## config.mk

```make
export PLATFORM = sky130hd
export DESIGN_NAME = emx_mix
export DESIGN_NICKNAME = d
export VERILOG_FILES = /design/src/rtl/core/emx_pkg.sv /design/src/rtl/core/emx_mix.sv
export SDC_FILE = /design/constraint.sdc
export NUM_CORES = 1
export LEC_CHECK = 0
export ABC_AREA = 1
export BUFFER_PORTS_ARGS = -buffer_cell sky130_fd_sc_hd__buf_2
export CAP_MARGIN = 0
export CORE_UTILIZATION = 45
export DETAILED_ROUTE_END_ITERATION = 10
export PLACE_DENSITY = 0.69
export SLEW_MARGIN = 40
export SYNTH_ARGS = -nofsm -noshare
export SYNTH_HDL_FRONTEND = slang
export SYNTH_SLANG_ARGS = --single-unit
```

## constraint.sdc

```tcl
create_clock -name clk -period 2.91 [get_ports clk]
set_clock_uncertainty 0.1 [all_clocks]
set_input_delay 0 -clock clk [delete_from_list [all_inputs] [get_ports clk]]
set_output_delay 0 -clock clk [all_outputs]
set_load 0.02 [all_outputs]
```

## src/rtl/core/emx_pkg.sv

```systemverilog
// shared constants and types of the multi-tap echo mixer
// no dependencies; used by every module under rtl/core except emx_hist_ram
package emx_pkg;

  localparam int NUM_TAPS      = 4;
  localparam int TAP_REGS      = 4;
  localparam int QUEUE_BLOCKS  = 256;
  localparam int BLOCK_SAMPLES = 128;
  localparam int STORE_DEPTH   = QUEUE_BLOCKS * BLOCK_SAMPLES;

  localparam int SAMPLE_W = 16;
  localparam int DELAY_W  = 9;
  localparam int SHIFT_W  = 4;
  localparam int CFG_W    = DELAY_W;
  localparam int INDEX_W  = 4;

  localparam int ADDR_W = $clog2(STORE_DEPTH);
  localparam int SEEN_W = $clog2(STORE_DEPTH + 1);
  localparam int BS_W   = $clog2(BLOCK_SAMPLES + 1);
  localparam int LAG_W  = DELAY_W + BS_W;
  localparam int CMP_W  = (LAG_W > SEEN_W) ? LAG_W : SEEN_W;
  localparam int TAP_W  = (NUM_TAPS > 1) ? $clog2(NUM_TAPS) : 1;
  localparam int TSEL_W = $clog2(TAP_REGS);

  // register indexes on the configuration port
  localparam logic [INDEX_W-1:0] REG_DELAY_BASE = INDEX_W'(0);
  localparam logic [INDEX_W-1:0] REG_SHIFT_BASE = INDEX_W'(TAP_REGS);
  localparam logic [INDEX_W-1:0] REG_END        = INDEX_W'(2 * TAP_REGS);

  localparam logic signed [SAMPLE_W-1:0] SAMPLE_MAX = 16'sh7fff;
  localparam logic signed [SAMPLE_W-1:0] SAMPLE_MIN = 16'sh8000;

  typedef logic [TAP_REGS-1:0][DELAY_W-1:0] delay_arr_t;
  typedef logic [TAP_REGS-1:0][SHIFT_W-1:0] shift_arr_t;

  // one tap step handed from the sequencer to the mixer
  typedef struct packed {
    logic                       valid;
    logic                       en;
    logic                       first;
    logic                       last;
    logic [SHIFT_W-1:0]         shift;
    logic signed [SAMPLE_W-1:0] sample;
  } tap_req_t;

endpackage

```

## src/rtl/core/emx_mix.sv

```systemverilog
// echo mixer: shifts each read echo, adds it and saturates after every tap
// depends on emx_pkg
module emx_mix (
  input  logic                                clk,
  input  logic                                rst,
  input  emx_pkg::tap_req_t                   req,
  input  logic [emx_pkg::SAMPLE_W-1:0]        rdata,
  output logic                                push,
  output logic signed [emx_pkg::SAMPLE_W-1:0] result
);

  emx_pkg::tap_req_t                   req_q;
  logic signed [emx_pkg::SAMPLE_W-1:0] acc;
  logic signed [emx_pkg::SAMPLE_W-1:0] acc_next;
  logic signed [emx_pkg::SAMPLE_W-1:0] cur;
  logic signed [emx_pkg::SAMPLE_W-1:0] echo;
  logic signed [emx_pkg::SAMPLE_W:0]   sum;

  always_comb begin
    cur  = req_q.first ? req_q.sample : acc;
    echo = $signed(rdata) >>> req_q.shift;
    sum  = {cur[emx_pkg::SAMPLE_W-1], cur} + {echo[emx_pkg::SAMPLE_W-1], echo};
    if (!req_q.en) begin
      acc_next = cur;
    end else if (sum > (emx_pkg::SAMPLE_W + 1)'(emx_pkg::SAMPLE_MAX)) begin
      acc_next = emx_pkg::SAMPLE_MAX;
    end else if (sum < (emx_pkg::SAMPLE_W + 1)'(emx_pkg::SAMPLE_MIN)) begin
      acc_next = emx_pkg::SAMPLE_MIN;
    end else begin
      acc_next = sum[emx_pkg::SAMPLE_W-1:0];
    end
  end

  assign push   = req_q.valid && req_q.last;
  assign result = acc_next;

  always_ff @(posedge clk) begin
    if (rst) begin
      req_q <= '0;
    end else begin
      req_q <= req;
    end
  end

  always_ff @(posedge clk) begin
    if (req_q.valid) begin
      acc <= acc_next;
    end
  end

endmodule

```

==> summary.md <==
| Metric | Value |
|---|---|
| Critical path arrival | 3.14 ns |
| Int Power | ~1.5 mW |
| Largest area contributor in the netlist | nand2_1 |
| Layout cells sized above 1 | around 43% |
| Core outline area | 6910 µm² |
| Synth area leaders | nand2_1, dfxtp_1, edfxtp_1 |
| Antenna violations before repair | 0 |
| Max VDD drop | between 0.0004 and 0.0005 V |
| Synth Area in Simple Gates | 31.2% |
| Vias in the first global route | 3437 |
| Fmax achieved | a little over 300 MHz |
| Initial Utilization | 47.3% |
| Clk buf depth | 2 |
| Hold Crit Class | primary input to flip-flop |
| Worst Slack Setup Final | -0.328 ns |
| CTS buffer count | 5 |
| Final hold violation count | 0 |
| Nets | 670 |
| Psw | 1.07 mW |
| Most common cell on crit path | nand2_1 |
| Final period util | 111% |
| IO Port Bufs | 58 |
| Hold Path Depth | 2 |
| Outcome | finished, violations left |
| Synth-to-layout area growth | 53.6% |
| Crit. path cell count | 20 |
| Worst-Margin Slew | about 0.74 ns |
| Final setup viols | 31 |
| Die height | 87.2 µm |
| CP startpoint kind | flip-flop |
| Largest family of logic cells by synthesized area | simple AND/OR/NAND/NOR gates |
| CTS tree | done |
| Leak | roughly 2.5 nW |
| GPL Wtd Cong | 0.923 |
| Crit-path max FO | 8 |
| Grt total ovfl | 0 |
| Critical setup path kind | flip-flop to primary output |
| Setup TNS | -6.61 ns |
| Cell area after synthesis | 3270 µm² |
| Top-area cell type share of the netlist area | ~15% |
| Syn_nets | 534 |
| Max-slew violations | 0 |
| Final ANT Viol Nets | 0 |
| Multiplexer share of the synthesized area | 6.09% |
| Critical path's slowest cell | dfxtp_4 |
| Hpwl dp | around 6.5 mm |
| Clock root buffer | clkbuf_8 |
| DR iter-0 viols | 149 |
| Largest net degree at the start of global routing | 25 |
| Synth Warn # | 0 |
| Worst r2r path cells | 22 |
| Switching share of power | 41.2% |
| Clock latency on the worst-skew pair | roughly 0.3 ns |
| Ports | 59 |
| # clock sinks | 40 |
| Via density | 5.06 |
| RSZ-0062 raised after global routing | true |
| Register bit total from synthesis | 40 |
| Final core utilization | between 70% and 80% |
| Period minus WS final | approximately 3.2 ns |
| Cell Rows | 30 |
| Total GRT Usage | approximately a quarter |
| Avg Cell Area, Syn | between 6 and 7 µm² |
| Die area | between 7000 and 8000 µm² |
| FF-to-FF setup slack | -0.24 ns |
| Failing checks | setup timing |
| Crit-path leading delay family | simple AND/OR/NAND/NOR gates |
| Max transition margin | 50.3% |
| XOR/XNOR Fraction of Synth Area | around 2.4% |
| Routed vias | ~3600 |
| Combinational Power Share | 57.4% |
| Min Hold Slack | approximately 0.021 ns |
| Clock Power Share | 17.7% |
| Post-synthesis cell type count | 30 |
| Synthesized instance count | approximately 480 |
| Drt total wl | ~10 mm |
| Register area share after synthesis | slightly below 30% |
| Worst path cell trace | inv_4 -> buf_6 -> nand2_2 -> nand2_2 -> o21ai_2 -> mux2i_1 -> buf_4 -> nand2_1 -> nand2_2 -> ha_4 -> nand2_1 -> nand2_1 -> nand2_1 -> nand2_1 -> a21oi_4 -> nand3_1 -> nand3_4 -> nand2_8 -> a21oi_4 -> buf_6 |
| Reg clk slew, reported paths | roughly 0.080 ns |
| Ant. Diodes | 0 |
| Complex-gate fraction of the synthesized area | about an eighth |
| WP data required | approximately 2.8 ns |
| Die width | roughly 87 µm |
| Power Dens Cells | ~520 nW/µm² |
| Residual DRC | 0 |
| Adder-Cell Fraction of Synth Area | 6.74% |
| First-pass GRT wire length | between 15 and 20 mm |
| CP peak stage delay | around 0.38 ns |
| MaxCap Viol Count | 0 |
| CP Capture Type | primary output |
| Pre-antenna DRT Iters | 4 |
| CTS H-tree depth | 2 |
| Buf+Inv Stages, Crit Path | 4 |
| Seq pwr share | about 25% |
| DR WL/cell | between 10 and 15 µm |
routing by layer:
layer	vias to the layer above	part of all wire (%)	GRT usage [%]
met1	1663	43	29.8
met3	23	4.3	4.36
li1	1778	-	-
met4	0	2.6	9.99
met5	-	0	0
met2	121	51	45.5
state kept, by name (all words and copies together), names as in the netlist:
name and flops:
req_q 24, acc 16
cell usage after synthesis:
| cell type | count |
|---|---|
| nand2_1 | 130 |
| inv_2 | 4 |
| clkbuf_1 | 8 |
| a21oi_1 | 17 |
| nand3_2 | 2 |
| and2_1 | 2 |
| dfxtp_1 | 24 |
| inv_1 | 68 |
| nor3_2 | 2 |
| a21oi_2 | 14 |
| ha_1 | 16 |
| nand2_2 | 17 |
| o211ai_1 | 3 |
| xor2_1 | 8 |
| nand2_4 | 4 |
| nand4_1 | 1 |
| fa_1 | 1 |
| o21ai_0 | 34 |
| nand3b_1 | 1 |
| o21bai_1 | 1 |
| clkbuf_8 | 1 |
| xnor2_1 | 1 |
| nor2_1 | 50 |
| nand3_1 | 25 |
| buf_2 | 4 |
| mux2i_1 | 3 |
| dlygate4sd1_1 | 1 |
| buf_12 | 2 |
| mux2_2 | 15 |
| edfxtp_1 | 16 |
metrics by stage:
step,instance area [µm²],setup WS [ns],power (mW),cells
finish,5020,-0.328,2.61,708
global route,5020,-0.496,2.75,708
CTS,4690,-0.295,2.41,700
detailed placement,3930,-0.274,1.70,659
global placement,3930,-0.237,1.68,659
floorplan,3270,-0.0179,1.36,475
timing repair:
item | 4_1_cts | 5_1_grt
gates resized for setup | 92 | 84
pin swaps | 24 | 47
gates cloned | 4 | 0
endpoints found under the hold margin | 24 | 0
hold buffers | 24 | 0
setup endpoints to repair | 32 | 32
buffers inserted | 5 | 8
kinds of logic after synthesis:
logic type               after synthesis
AND/OR/NAND/NOR                      234
buffers and inverters                 88
AO/OA/AOI/OAI                         69
flip-flops                            40
multiplexers                          18
adder cells (fa/ha/maj)               17
XOR/XNOR                               9
power by group through the flow:
| stage | clock network (mW) | logic (mW) | registers (mW) |
|---|---|---|---|
| final | 0.463 | 1.50 | 0.649 |
| after global routing | 0.493 | 1.60 | 0.654 |
| after CTS | 0.468 | 1.30 | 0.648 |
| after detailed placement | 0 | 1.04 | 0.660 |
| after global placement | 0 | 1.02 | 0.658 |
| after floorplan | 0 | 0.712 | 0.652 |
layout make-up:
cell class,instances,area [µm²]
Multi-Input combinational cell,349,2440
Fill cell,515,1890
Timing Repair Buffer,143,1110
Sequential cell,40,965
Inverter,72,273
Tap cell,96,120
Clock buffer,5,68.8
Clock inverter,3,42.5
cells in the final DEF (no fill, tap or decap), types with 2 or more instances in the layout:
master / n
a21oi_4: 16
nand2_2: 44
nand3_1: 19
o21ai_2: 15
dlygate4sd3_1: 24
ha_1: 10
mux2_2: 15
and2_1: 2
inv_1: 65
inv_2: 6
a21oi_2: 7
o21ai_0: 5
ha_4: 3
edfxtp_1: 16
a21oi_1: 8
nor2_1: 47
clkbuf_8: 5
dfxtp_1: 23
mux2i_1: 2
buf_4: 57
buf_2: 42
nand2_4: 7
nand2_1: 97
nor2_2: 2
o21ai_1: 14
nand3_2: 7
o211ai_1: 3
xor2_1: 7
buf_6: 19
ha_2: 3
nand2_8: 5
worst paths after layout:
| path | end | startpoint |
|---|---|---|
| worst min register to register | acc[3] | req_q[3] |
| worst max register to register | acc[9] | req_q[16] |
| worst min-delay path | req_q[10] | rst |
| worst max-delay path | result[5] | req_q[16] |
(Power assumes the default switching activity.)
