### src/rtl/core/emx_pkg.sv
// shared constants and types of the multi-tap echo mixer
// no dependencies; used by every module under rtl/core except emx_hist_ram
package emx_pkg;

  localparam int NUM_TAPS      = 4;
  localparam int TAP_REGS      = 4;
  localparam int QUEUE_BLOCKS  = 256;
  localparam int BLOCK_SAMPLES = 128;
  localparam int STORE_DEPTH   = QUEUE_BLOCKS * BLOCK_SAMPLES;

  localparam int SAMPLE_W = 16;
  localparam int DELAY_W  = 9;
  localparam int SHIFT_W  = 4;
  localparam int CFG_W    = DELAY_W;
  localparam int INDEX_W  = 4;

  localparam int ADDR_W = $clog2(STORE_DEPTH);
  localparam int SEEN_W = $clog2(STORE_DEPTH + 1);
  localparam int BS_W   = $clog2(BLOCK_SAMPLES + 1);
  localparam int LAG_W  = DELAY_W + BS_W;
  localparam int CMP_W  = (LAG_W > SEEN_W) ? LAG_W : SEEN_W;
  localparam int TAP_W  = (NUM_TAPS > 1) ? $clog2(NUM_TAPS) : 1;
  localparam int TSEL_W = $clog2(TAP_REGS);

  // register indexes on the configuration port
  localparam logic [INDEX_W-1:0] REG_DELAY_BASE = INDEX_W'(0);
  localparam logic [INDEX_W-1:0] REG_SHIFT_BASE = INDEX_W'(TAP_REGS);
  localparam logic [INDEX_W-1:0] REG_END        = INDEX_W'(2 * TAP_REGS);

  localparam logic signed [SAMPLE_W-1:0] SAMPLE_MAX = 16'sh7fff;
  localparam logic signed [SAMPLE_W-1:0] SAMPLE_MIN = 16'sh8000;

  typedef logic [TAP_REGS-1:0][DELAY_W-1:0] delay_arr_t;
  typedef logic [TAP_REGS-1:0][SHIFT_W-1:0] shift_arr_t;

  // one tap step handed from the sequencer to the mixer
  typedef struct packed {
    logic                       valid;
    logic                       en;
    logic                       first;
    logic                       last;
    logic [SHIFT_W-1:0]         shift;
    logic signed [SAMPLE_W-1:0] sample;
  } tap_req_t;

endpackage

### src/rtl/core/emx_out_buf.sv
// two-entry result queue in front of the output channel
// depends on emx_pkg
module emx_out_buf (
  input  logic                                clk,
  input  logic                                rst,
  input  logic                                push,
  input  logic signed [emx_pkg::SAMPLE_W-1:0] din,
  output logic                                out_valid,
  input  logic                                out_ready,
  output logic signed [emx_pkg::SAMPLE_W-1:0] dout
);

  logic signed [emx_pkg::SAMPLE_W-1:0] slot [2];
  logic       wr_ptr;
  logic       rd_ptr;
  logic [1:0] count;
  logic       pop;

  assign out_valid = (count != 2'd0);
  assign dout      = slot[rd_ptr];
  assign pop       = out_valid && out_ready;

  always_ff @(posedge clk) begin
    if (rst) begin
      wr_ptr <= 1'b0;
      rd_ptr <= 1'b0;
      count  <= 2'd0;
    end else begin
      if (push) begin
        wr_ptr <= ~wr_ptr;
      end
      if (pop) begin
        rd_ptr <= ~rd_ptr;
      end
      if (push && !pop) begin
        count <= count + 2'd1;
      end else if (pop && !push) begin
        count <= count - 2'd1;
      end
    end
  end

  always_ff @(posedge clk) begin
    if (push) begin
      slot[wr_ptr] <= din;
    end
  end

endmodule

### config.mk
export PLATFORM = sky130hd
export DESIGN_NAME = emx_out_buf
export DESIGN_NICKNAME = d
export VERILOG_FILES = /design/src/rtl/core/emx_pkg.sv /design/src/rtl/core/emx_out_buf.sv
export SDC_FILE = /design/constraint.sdc
export NUM_CORES = 1
export LEC_CHECK = 0
export ABC_AREA = 1
export BUFFER_PORTS_ARGS = -buffer_cell sky130_fd_sc_hd__buf_2
export CAP_MARGIN = 15
export CORE_ASPECT_RATIO = 1.5
export CORE_MARGIN = 5
export CORE_UTILIZATION = 35
export DETAILED_ROUTE_END_ITERATION = 8
export PLACE_DENSITY = 0.65
export SYNTH_ARGS = -nofsm -noshare
export SYNTH_HDL_FRONTEND = slang
export SYNTH_SLANG_ARGS = --single-unit
### constraint.sdc
create_clock -name clk -period 1.41 [get_ports clk]
set_clock_uncertainty 0.15 [all_clocks]
set_input_delay 0.2115 -clock clk [delete_from_list [all_inputs] [get_ports clk]]
set_output_delay 0.2115 -clock clk [all_outputs]
set_load 0.02 [all_outputs]
==> impl_metrics.prom, run 1 <==
# TYPE chip_impl_metric gauge
chip_impl_metric{name="ys_seq_area_share",unit="%"} 73.8
chip_impl_metric{name="share_seq_of_total_power",unit="%"} 49.6
chip_impl_metric{name="route.detailed.drc",unit=""} 0
chip_impl_metric{name="dpl-instance-area",unit="sq um"} 1710
chip_impl_info{name="critPathKind",value="flop to output port"} 1
chip_impl_metric{name="net-switching-power",unit="mW"} 0.653
chip_impl_metric{name="gr-usage-all-layers",unit="%"} 10.1
chip_impl_info{name="yosys-top-cells-area",value="sky130_fd_sc_hd__edfxtp_1, sky130_fd_sc_hd__mux2_4, sky130_fd_sc_hd__dfxtp_1"} 1
chip_impl_metric{name="ant_nets",unit=""} 0
chip_impl_metric{name="postSynthCellCount",unit=""} 84
chip_impl_metric{name="io_pins",unit=""} 37
chip_impl_metric{name="timing.max_cap.violations",unit=""} 0
chip_impl_info{name="cts_tree",value="done"} 1
chip_impl_metric{name="wl_per_cell",unit="microns"} 13.9
chip_impl_metric{name="power.ir.vdd_worst",unit="V"} 0.00110
chip_impl_metric{name="initial_core_util",unit="%"} 36.3
chip_impl_metric{name="power.combinational.fraction",unit="%"} 24.9
chip_impl_metric{name="rows",unit=""} 28
chip_impl_metric{name="core_area",unit="sq um"} 3960
chip_impl_metric{name="drt_iter0_drc",unit=""} 11
chip_impl_info{name="worst_hold_path_type",value="primary input to flop"} 1
chip_impl_metric{name="power_report.internal_total",unit="mW"} 1.98
chip_impl_metric{name="finish.utilization",unit="%"} 54.1
chip_impl_metric{name="clkSlewWorstSetupHoldPaths",unit="ns"} 0.07
chip_impl_metric{name="synth.ff_latch_count",unit=""} 37
chip_impl_metric{name="number_of_antenna_violations_at_the_first_check_in_global_routing",unit=""} 0
chip_impl_info{name="endpoint_kind",value="output port"} 1
chip_impl_metric{name="numCtsBuffers",unit=""} 5
chip_impl_info{name="layout.cells.most_common",value="sky130_fd_sc_hd__edfxtp_1"} 1
chip_impl_info{name="clock-root-buffer",value="sky130_fd_sc_hd__clkbuf_8"} 1
chip_impl_metric{name="synthesis.nets",unit=""} 105
chip_impl_info{name="violations",value="setup timing"} 1
chip_impl_metric{name="place.detailed.hpwl",unit="mm"} 1.81
chip_impl_info{name="grt_setup_unrepaired",value="true"} 1
chip_impl_metric{name="maxSlewHeadroom",unit="%"} 88.3
chip_impl_metric{name="die_area",unit="sq um"} 5520
chip_impl_metric{name="layout-area-overhead-vs-synth",unit="%"} 49.0
chip_impl_metric{name="crit_arrival",unit="ns"} 1.26
chip_impl_metric{name="yosys.cell_types.count",unit=""} 15
chip_impl_metric{name="dieWidth",unit="microns"} 62.3
chip_impl_metric{name="switching_share",unit="%"} 24.8
chip_impl_info{name="synth_top_cell_by_area",value="sky130_fd_sc_hd__edfxtp_1"} 1
chip_impl_info{name="timing.critical_path.from_type",value="flop"} 1
chip_impl_metric{name="yosysWarnings",unit=""} 0
chip_impl_info{name="layout.cells.most_common_list",value="sky130_fd_sc_hd__edfxtp_1, sky130_fd_sc_hd__buf_2, sky130_fd_sc_hd__dlygate4sd3_1"} 1
chip_impl_metric{name="grt_max_degree",unit=""} 14
chip_impl_metric{name="layout_worst_path_cycle_share",unit="%"} 115
chip_impl_metric{name="finalHoldViolations",unit=""} 0
chip_impl_metric{name="cts_htree_levels",unit=""} 2
chip_impl_metric{name="cts_sinks",unit=""} 37
chip_impl_metric{name="finalWorstPathRequiredPeriod",unit="ns"} 1.63
chip_impl_metric{name="via_count_of_the_first_global_routing_pass",unit=""} 958
chip_impl_info{name="status",value="finished, violations left"} 1
chip_impl_metric{name="final_critical_path_setup_slack",unit="ns"} -0.215
chip_impl_metric{name="io_buffers",unit=""} 36
chip_impl_metric{name="final_layout_size_suffix_gt1_share",unit="%"} 49.3
chip_impl_metric{name="total_leakage_power",unit="nW"} 0.890
chip_impl_metric{name="power.share.clock",unit="%"} 25.5
chip_impl_metric{name="detail_route.wirelength",unit="mm"} 2.70
chip_impl_metric{name="finalSetupViolCount",unit=""} 16
chip_impl_metric{name="viasPerCell",unit=""} 4.61
chip_impl_metric{name="grt_overflow",unit=""} 0
chip_impl_metric{name="synth_top_area_share",unit="%"} 66.8
chip_impl_metric{name="final_area",unit="sq um"} 2140
chip_impl_metric{name="globalplace.congestion",unit=""} 0.608
chip_impl_metric{name="die_h",unit="microns"} 88.5
chip_impl_metric{name="first_pass_iters",unit=""} 4
chip_impl_metric{name="power.density",unit="nW/um^2"} 1230
chip_impl_metric{name="final_nets",unit=""} 170
chip_impl_metric{name="worst-slew-pin-transition",unit="ns"} 0.176
chip_impl_metric{name="max_freq",unit="MHz"} 615
chip_impl_metric{name="post_synth.cell_area_avg",unit="sq um"} 17.1
chip_impl_metric{name="drv_slew",unit=""} 0
chip_impl_metric{name="worstPathRequired",unit="ns"} 1.05
chip_impl_metric{name="crit_fanout",unit=""} 8
chip_impl_metric{name="clk-insertion-delay-late",unit="ns"} 0.27
chip_impl_metric{name="via_count",unit=""} 899
chip_impl_metric{name="antennaDiodeCount",unit=""} 0
chip_impl_metric{name="ctsLongestPathBuffers",unit=""} 2
chip_impl_metric{name="wire_length_of_the_first_global_routing_pass",unit="mm"} 4.31
chip_impl_metric{name="post_synthesis_cell_area",unit="sq um"} 1440
[final cells by class]
| cell class | count | area, sq um |
|---|---|---|
| Clock buffer | 6 | 72.6 |
| Clock inverter | 2 | 10.0 |
| Fill cell | 338 | 1820 |
| Inverter | 8 | 30.0 |
| Multi-Input combinational cell | 37 | 358 |
| Sequential cell | 37 | 1070 |
| Tap cell | 45 | 56.3 |
| Timing Repair Buffer | 60 | 548 |
[path summary, 6_finish.rpt]
kind / startpoint / to / slack, ns / cells after the start
min: out_ready / flop / 0.1 / 3
max reg2reg: count[0] / count[1] / 0.08 / 8
max: flop / dout[12] / -0.22 / 3
min reg2reg: rd_ptr / flop / 0.36 / 2
[timing repair]
item                                    CTS  global route
pin swaps                                 0             1
endpoints found under the setup margin   17            17
endpoints found under the hold margin    33             0
hold buffers                             17             0
resized for setup                        42             4
buffers inserted                          0             1
cloned                                    1             0
[Yosys cell counts]
master,instances
sky130_fd_sc_hd__a21oi_1,2
sky130_fd_sc_hd__buf_12,1
sky130_fd_sc_hd__buf_6,1
sky130_fd_sc_hd__dfxtp_1,5
sky130_fd_sc_hd__edfxtp_1,32
sky130_fd_sc_hd__ha_1,1
sky130_fd_sc_hd__inv_1,8
sky130_fd_sc_hd__mux2_2,6
sky130_fd_sc_hd__mux2_4,10
sky130_fd_sc_hd__nand2_1,8
sky130_fd_sc_hd__nand3_1,2
sky130_fd_sc_hd__nand4_1,1
sky130_fd_sc_hd__nor2_1,5
sky130_fd_sc_hd__nor3_1,1
sky130_fd_sc_hd__o21ai_0,1
[routing by layer]
metal	up-vias	global-route usage [%]	routed length, microns
met2	32	18.7	1490
met1	428	9.71	979
met5	-	0	0
met3	8	4.19	177
li1	431	-	-
met4	0	4.44	59
[worst max-delay path, stage by stage (launching register included)]
cell                      delay [ns]
sky130_fd_sc_hd__dfxtp_4        0.39
sky130_fd_sc_hd__buf_12         0.15
sky130_fd_sc_hd__mux2_4         0.31
sky130_fd_sc_hd__buf_6          0.14
[logic make-up (layout without fill, tap and decap cells)]
logic type      Yosys count  after routing  synth area share (%)
flops                    37             37                  73.8
simple gates             17             17                  4.87
mux                      16             16                  15.1
buf+inv                  10             76                  4.26
compound gates            3              3                  1.04
fa+ha+maj                 1              1                 0.870
[per-stage QoR]
stage	setup slack (ns)	setup TNS (ns)	total power, mW	hold slack, ns	instances
global route	-0.255	-3.77	2.75	0.129	195
floorplan	0.0340	0	1.64	0.141	84
global placement	0.0459	0	1.77	0.252	168
detailed placement	-0.0389	-0.0389	1.79	0.253	168
finish	-0.215	-3.15	2.63	0.0970	195
CTS	-0.212	-3.28	2.64	0.0786	194
[sequential cells by signal, summed over array words and instances, names as in the netlist, named ones only]
register,count
slot,32
rd_ptr,1
wr_ptr,1
count,2
[power groups by stage]
stage | Clock [mW] | Combinational (mW) | Sequential [mW]
finish | 0.672 | 0.655 | 1.30
CTS | 0.693 | 0.644 | 1.30
global route | 0.739 | 0.701 | 1.31
floorplan | 0 | 0.336 | 1.31
global placement | 0 | 0.456 | 1.31
detailed placement | 0 | 0.472 | 1.31
Power figures use the tool's default switching activity.
==> run 2, diff against run 1 <==
==> constraint.sdc (replaced) <==
create_clock -name clk -period 1.45 [get_ports clk]
set_clock_uncertainty 0.15 [all_clocks]
set_input_delay 0.2175 -clock clk [delete_from_list [all_inputs] [get_ports clk]]
set_output_delay 0.2175 -clock clk [all_outputs]
set_load 0.02 [all_outputs]
==> run 2 against run 1 <==
  * The flow still finishes with violations (setup timing)
  * Hold slack improved by 0.0081 ns
  * Total power decreased by 3.3%
  * Utilization decreased by 0.44 points
  * Sequential power about the same
  * First-iteration DRC count increased by 110%
  * Largest cell class unchanged
  * Highest routed layer unchanged
==> impl_metrics.prom, run 2 (synthesis gave the netlist of run 1 again) <==
# TYPE chip_impl_metric gauge
chip_impl_info{name="timing.critical_path.from_type",value="flop"} 1
chip_impl_metric{name="io_pins",unit=""} 37
chip_impl_info{name="cpLargestDelayFamily",value="flip-flops"} 1
chip_impl_metric{name="via_count_of_the_first_global_routing_pass",unit=""} 963
chip_impl_metric{name="drv_slew",unit=""} 0
chip_impl_info{name="cpMaxStageDelayCell",value="sky130_fd_sc_hd__dfxtp_4"} 1
chip_impl_info{name="grt_setup_unrepaired",value="true"} 1
chip_impl_metric{name="dpl.cell_count",unit=""} 168
chip_impl_metric{name="wl_per_cell",unit="microns"} 13.5
chip_impl_info{name="violations",value="setup timing"} 1
chip_impl_metric{name="final.setup.tns",unit="ns"} -2.48
chip_impl_metric{name="grt_overflow",unit=""} 0
chip_impl_metric{name="io_buffers",unit=""} 36
chip_impl_metric{name="core_area",unit="sq um"} 3960
chip_impl_info{name="biggestRegsByFlops",value="slot: 32 flops, count: 2 flops"} 1
chip_impl_metric{name="viasPerCell",unit=""} 4.52
chip_impl_metric{name="cp_num_buf_inv",unit=""} 2
chip_impl_metric{name="finalWorstPathRequiredPeriod",unit="ns"} 1.61
chip_impl_metric{name="dieWidth",unit="microns"} 62.3
chip_impl_info{name="worst_hold_path_type",value="primary input to flop"} 1
chip_impl_metric{name="final_critical_path_setup_slack",unit="ns"} -0.161
chip_impl_metric{name="finalPower",unit="mW"} 2.54
chip_impl_metric{name="dpl-instance-area",unit="sq um"} 1700
chip_impl_metric{name="finalHoldViolations",unit=""} 0
chip_impl_metric{name="place.detailed.hpwl",unit="mm"} 1.90
chip_impl_metric{name="final-instance-count-excl-fill",unit=""} 194
chip_impl_metric{name="largest_register_ffs",unit=""} 32
chip_impl_metric{name="route.detailed.drc",unit=""} 0
chip_impl_metric{name="antennaDiodeCount",unit=""} 0
chip_impl_info{name="layout.cells.most_common_list",value="sky130_fd_sc_hd__edfxtp_1, sky130_fd_sc_hd__buf_2, sky130_fd_sc_hd__dlygate4sd3_1"} 1
chip_impl_metric{name="rows",unit=""} 28
chip_impl_metric{name="grt_max_degree",unit=""} 14
chip_impl_metric{name="ctsLongestPathBuffers",unit=""} 2
chip_impl_metric{name="numCtsBuffers",unit=""} 5
chip_impl_metric{name="first_pass_iters",unit=""} 2
chip_impl_info{name="endpoint_kind",value="output port"} 1
chip_impl_metric{name="clkSlewWorstSetupHoldPaths",unit="ns"} 0.07
chip_impl_metric{name="initial_core_util",unit="%"} 36.3
chip_impl_metric{name="postCtsSetupRepairBufs",unit=""} 0
chip_impl_metric{name="die_h",unit="microns"} 88.5
chip_impl_metric{name="worstPathRequired",unit="ns"} 1.08
chip_impl_metric{name="final_area",unit="sq um"} 2120
chip_impl_metric{name="drt_iter0_drc",unit=""} 23
chip_impl_metric{name="finish.utilization",unit="%"} 53.7
chip_impl_metric{name="crit_fanout",unit=""} 8
chip_impl_metric{name="cts_htree_levels",unit=""} 2
chip_impl_metric{name="gr-usage-all-layers",unit="%"} 10.2
chip_impl_info{name="clock-root-buffer",value="sky130_fd_sc_hd__clkbuf_8"} 1
chip_impl_metric{name="worst-slew-pin-transition",unit="ns"} 0.162
chip_impl_metric{name="final_nets",unit=""} 169
chip_impl_info{name="layout.cells.most_common",value="sky130_fd_sc_hd__edfxtp_1"} 1
chip_impl_metric{name="maxSlewHeadroom",unit="%"} 89.1
chip_impl_metric{name="layout_worst_path_cycle_share",unit="%"} 111
chip_impl_metric{name="total_leakage_power",unit="nW"} 0.878
chip_impl_metric{name="ant_nets",unit=""} 0
chip_impl_metric{name="power.ir.vdd_worst",unit="V"} 0.000727
chip_impl_metric{name="cts_sinks",unit=""} 37
chip_impl_metric{name="clk-insertion-delay-late",unit="ns"} 0.27
chip_impl_metric{name="finalSetupViolCount",unit=""} 16
chip_impl_info{name="critPathKind",value="flop to output port"} 1
chip_impl_metric{name="number_of_antenna_violations_at_the_first_check_in_global_routing",unit=""} 0
chip_impl_metric{name="timing.max_cap.violations",unit=""} 0
chip_impl_metric{name="globalplace.congestion",unit=""} 0.623
chip_impl_info{name="worstPathCellList",value="buf_12 -> mux2_4 -> buf_6"} 1
chip_impl_metric{name="max_freq",unit="MHz"} 621
chip_impl_info{name="status",value="finished, violations left"} 1
chip_impl_metric{name="crit_arrival",unit="ns"} 1.24
chip_impl_metric{name="via_count",unit=""} 876
chip_impl_metric{name="die_area",unit="sq um"} 5520
chip_impl_metric{name="power.density",unit="nW/um^2"} 1200
chip_impl_metric{name="final_layout_size_suffix_gt1_share",unit="%"} 49.7
chip_impl_metric{name="worst_path_largest_cell_delay",unit="ns"} 0.39
chip_impl_info{name="cts_tree",value="done"} 1
chip_impl_metric{name="detail_route.wirelength",unit="mm"} 2.61
chip_impl_info{name="most_flop_heavy_register",value="slot"} 1
chip_impl_metric{name="layout-area-overhead-vs-synth",unit="%"} 47.8
chip_impl_metric{name="wire_length_of_the_first_global_routing_pass",unit="mm"} 4.37
run 2: path summary, 6_finish.rpt:
path	startpoint	to	slack [ns]	cells after the start
worst min-delay path	push	wr_ptr	0.11	3
worst max-delay path	flop	dout[1]	-0.16	3
worst max register to register	count[1]	count[1]	0.10	9
worst min register to register	count[0]	count[0]	0.36	2
run 2: worst reg2reg max path, cell delays in order (launching register included):
cell                      delay (ns)
sky130_fd_sc_hd__dfxtp_2        0.33
sky130_fd_sc_hd__inv_1          0.06
sky130_fd_sc_hd__nand2_2        0.10
sky130_fd_sc_hd__nand2_2        0.07
sky130_fd_sc_hd__ha_4           0.28
sky130_fd_sc_hd__inv_2          0.04
sky130_fd_sc_hd__nand3_1        0.08
sky130_fd_sc_hd__nand2_1        0.06
sky130_fd_sc_hd__inv_1          0.05
sky130_fd_sc_hd__nor2_1         0.04
run 2: where the power goes:
part | total, mW | switching [mW] | internal (mW) | leakage [nW]
combinational | 0.619 | 0.278 | 0.341 | 0.492
sequential | 1.27 | 0.0315 | 1.23 | 0.343
clock | 0.660 | 0.329 | 0.331 | 0.0439
total | 2.54 | 0.638 | 1.91 | 0.878
run 2: final cells by class:
| type | instances | area (sq um) |
|---|---|---|
| Fill cell | 336 | 1830 |
| Tap cell | 45 | 56.3 |
| Clock inverter | 3 | 17.5 |
| Timing Repair Buffer | 59 | 528 |
| Inverter | 8 | 30.0 |
| Sequential cell | 37 | 1070 |
| Multi-Input combinational cell | 37 | 358 |
| Clock buffer | 5 | 68.8 |
run 2: metal layers:
layer	wire length, microns	track usage [%]	share of wire [%]	up-vias
met2	1510	19.4	58	25
met1	945	10.1	36	418
li1	-	-	-	431
met5	0	0	0	-
met4	19	4.05	0.73	0
met3	139	3.30	5.3	2
run 2: timing repair:
item / CTS / global route
pin swaps: 0 / 1
hold endpoints to repair: 33 / 0
endpoints found under the setup margin: 17 / 17
gates cloned: 1 / 0
hold buffers: 17 / 0
resized for setup: 43 / 3
run 2: metrics by stage:
step                      hold WS, ns  setup WS (ns)
after floorplan                 0.147         0.0740
after global placement          0.256         0.0795
after detailed placement        0.261        0.00353
after CTS                      0.0936         -0.176
after global routing            0.101         -0.199
final                           0.105         -0.161
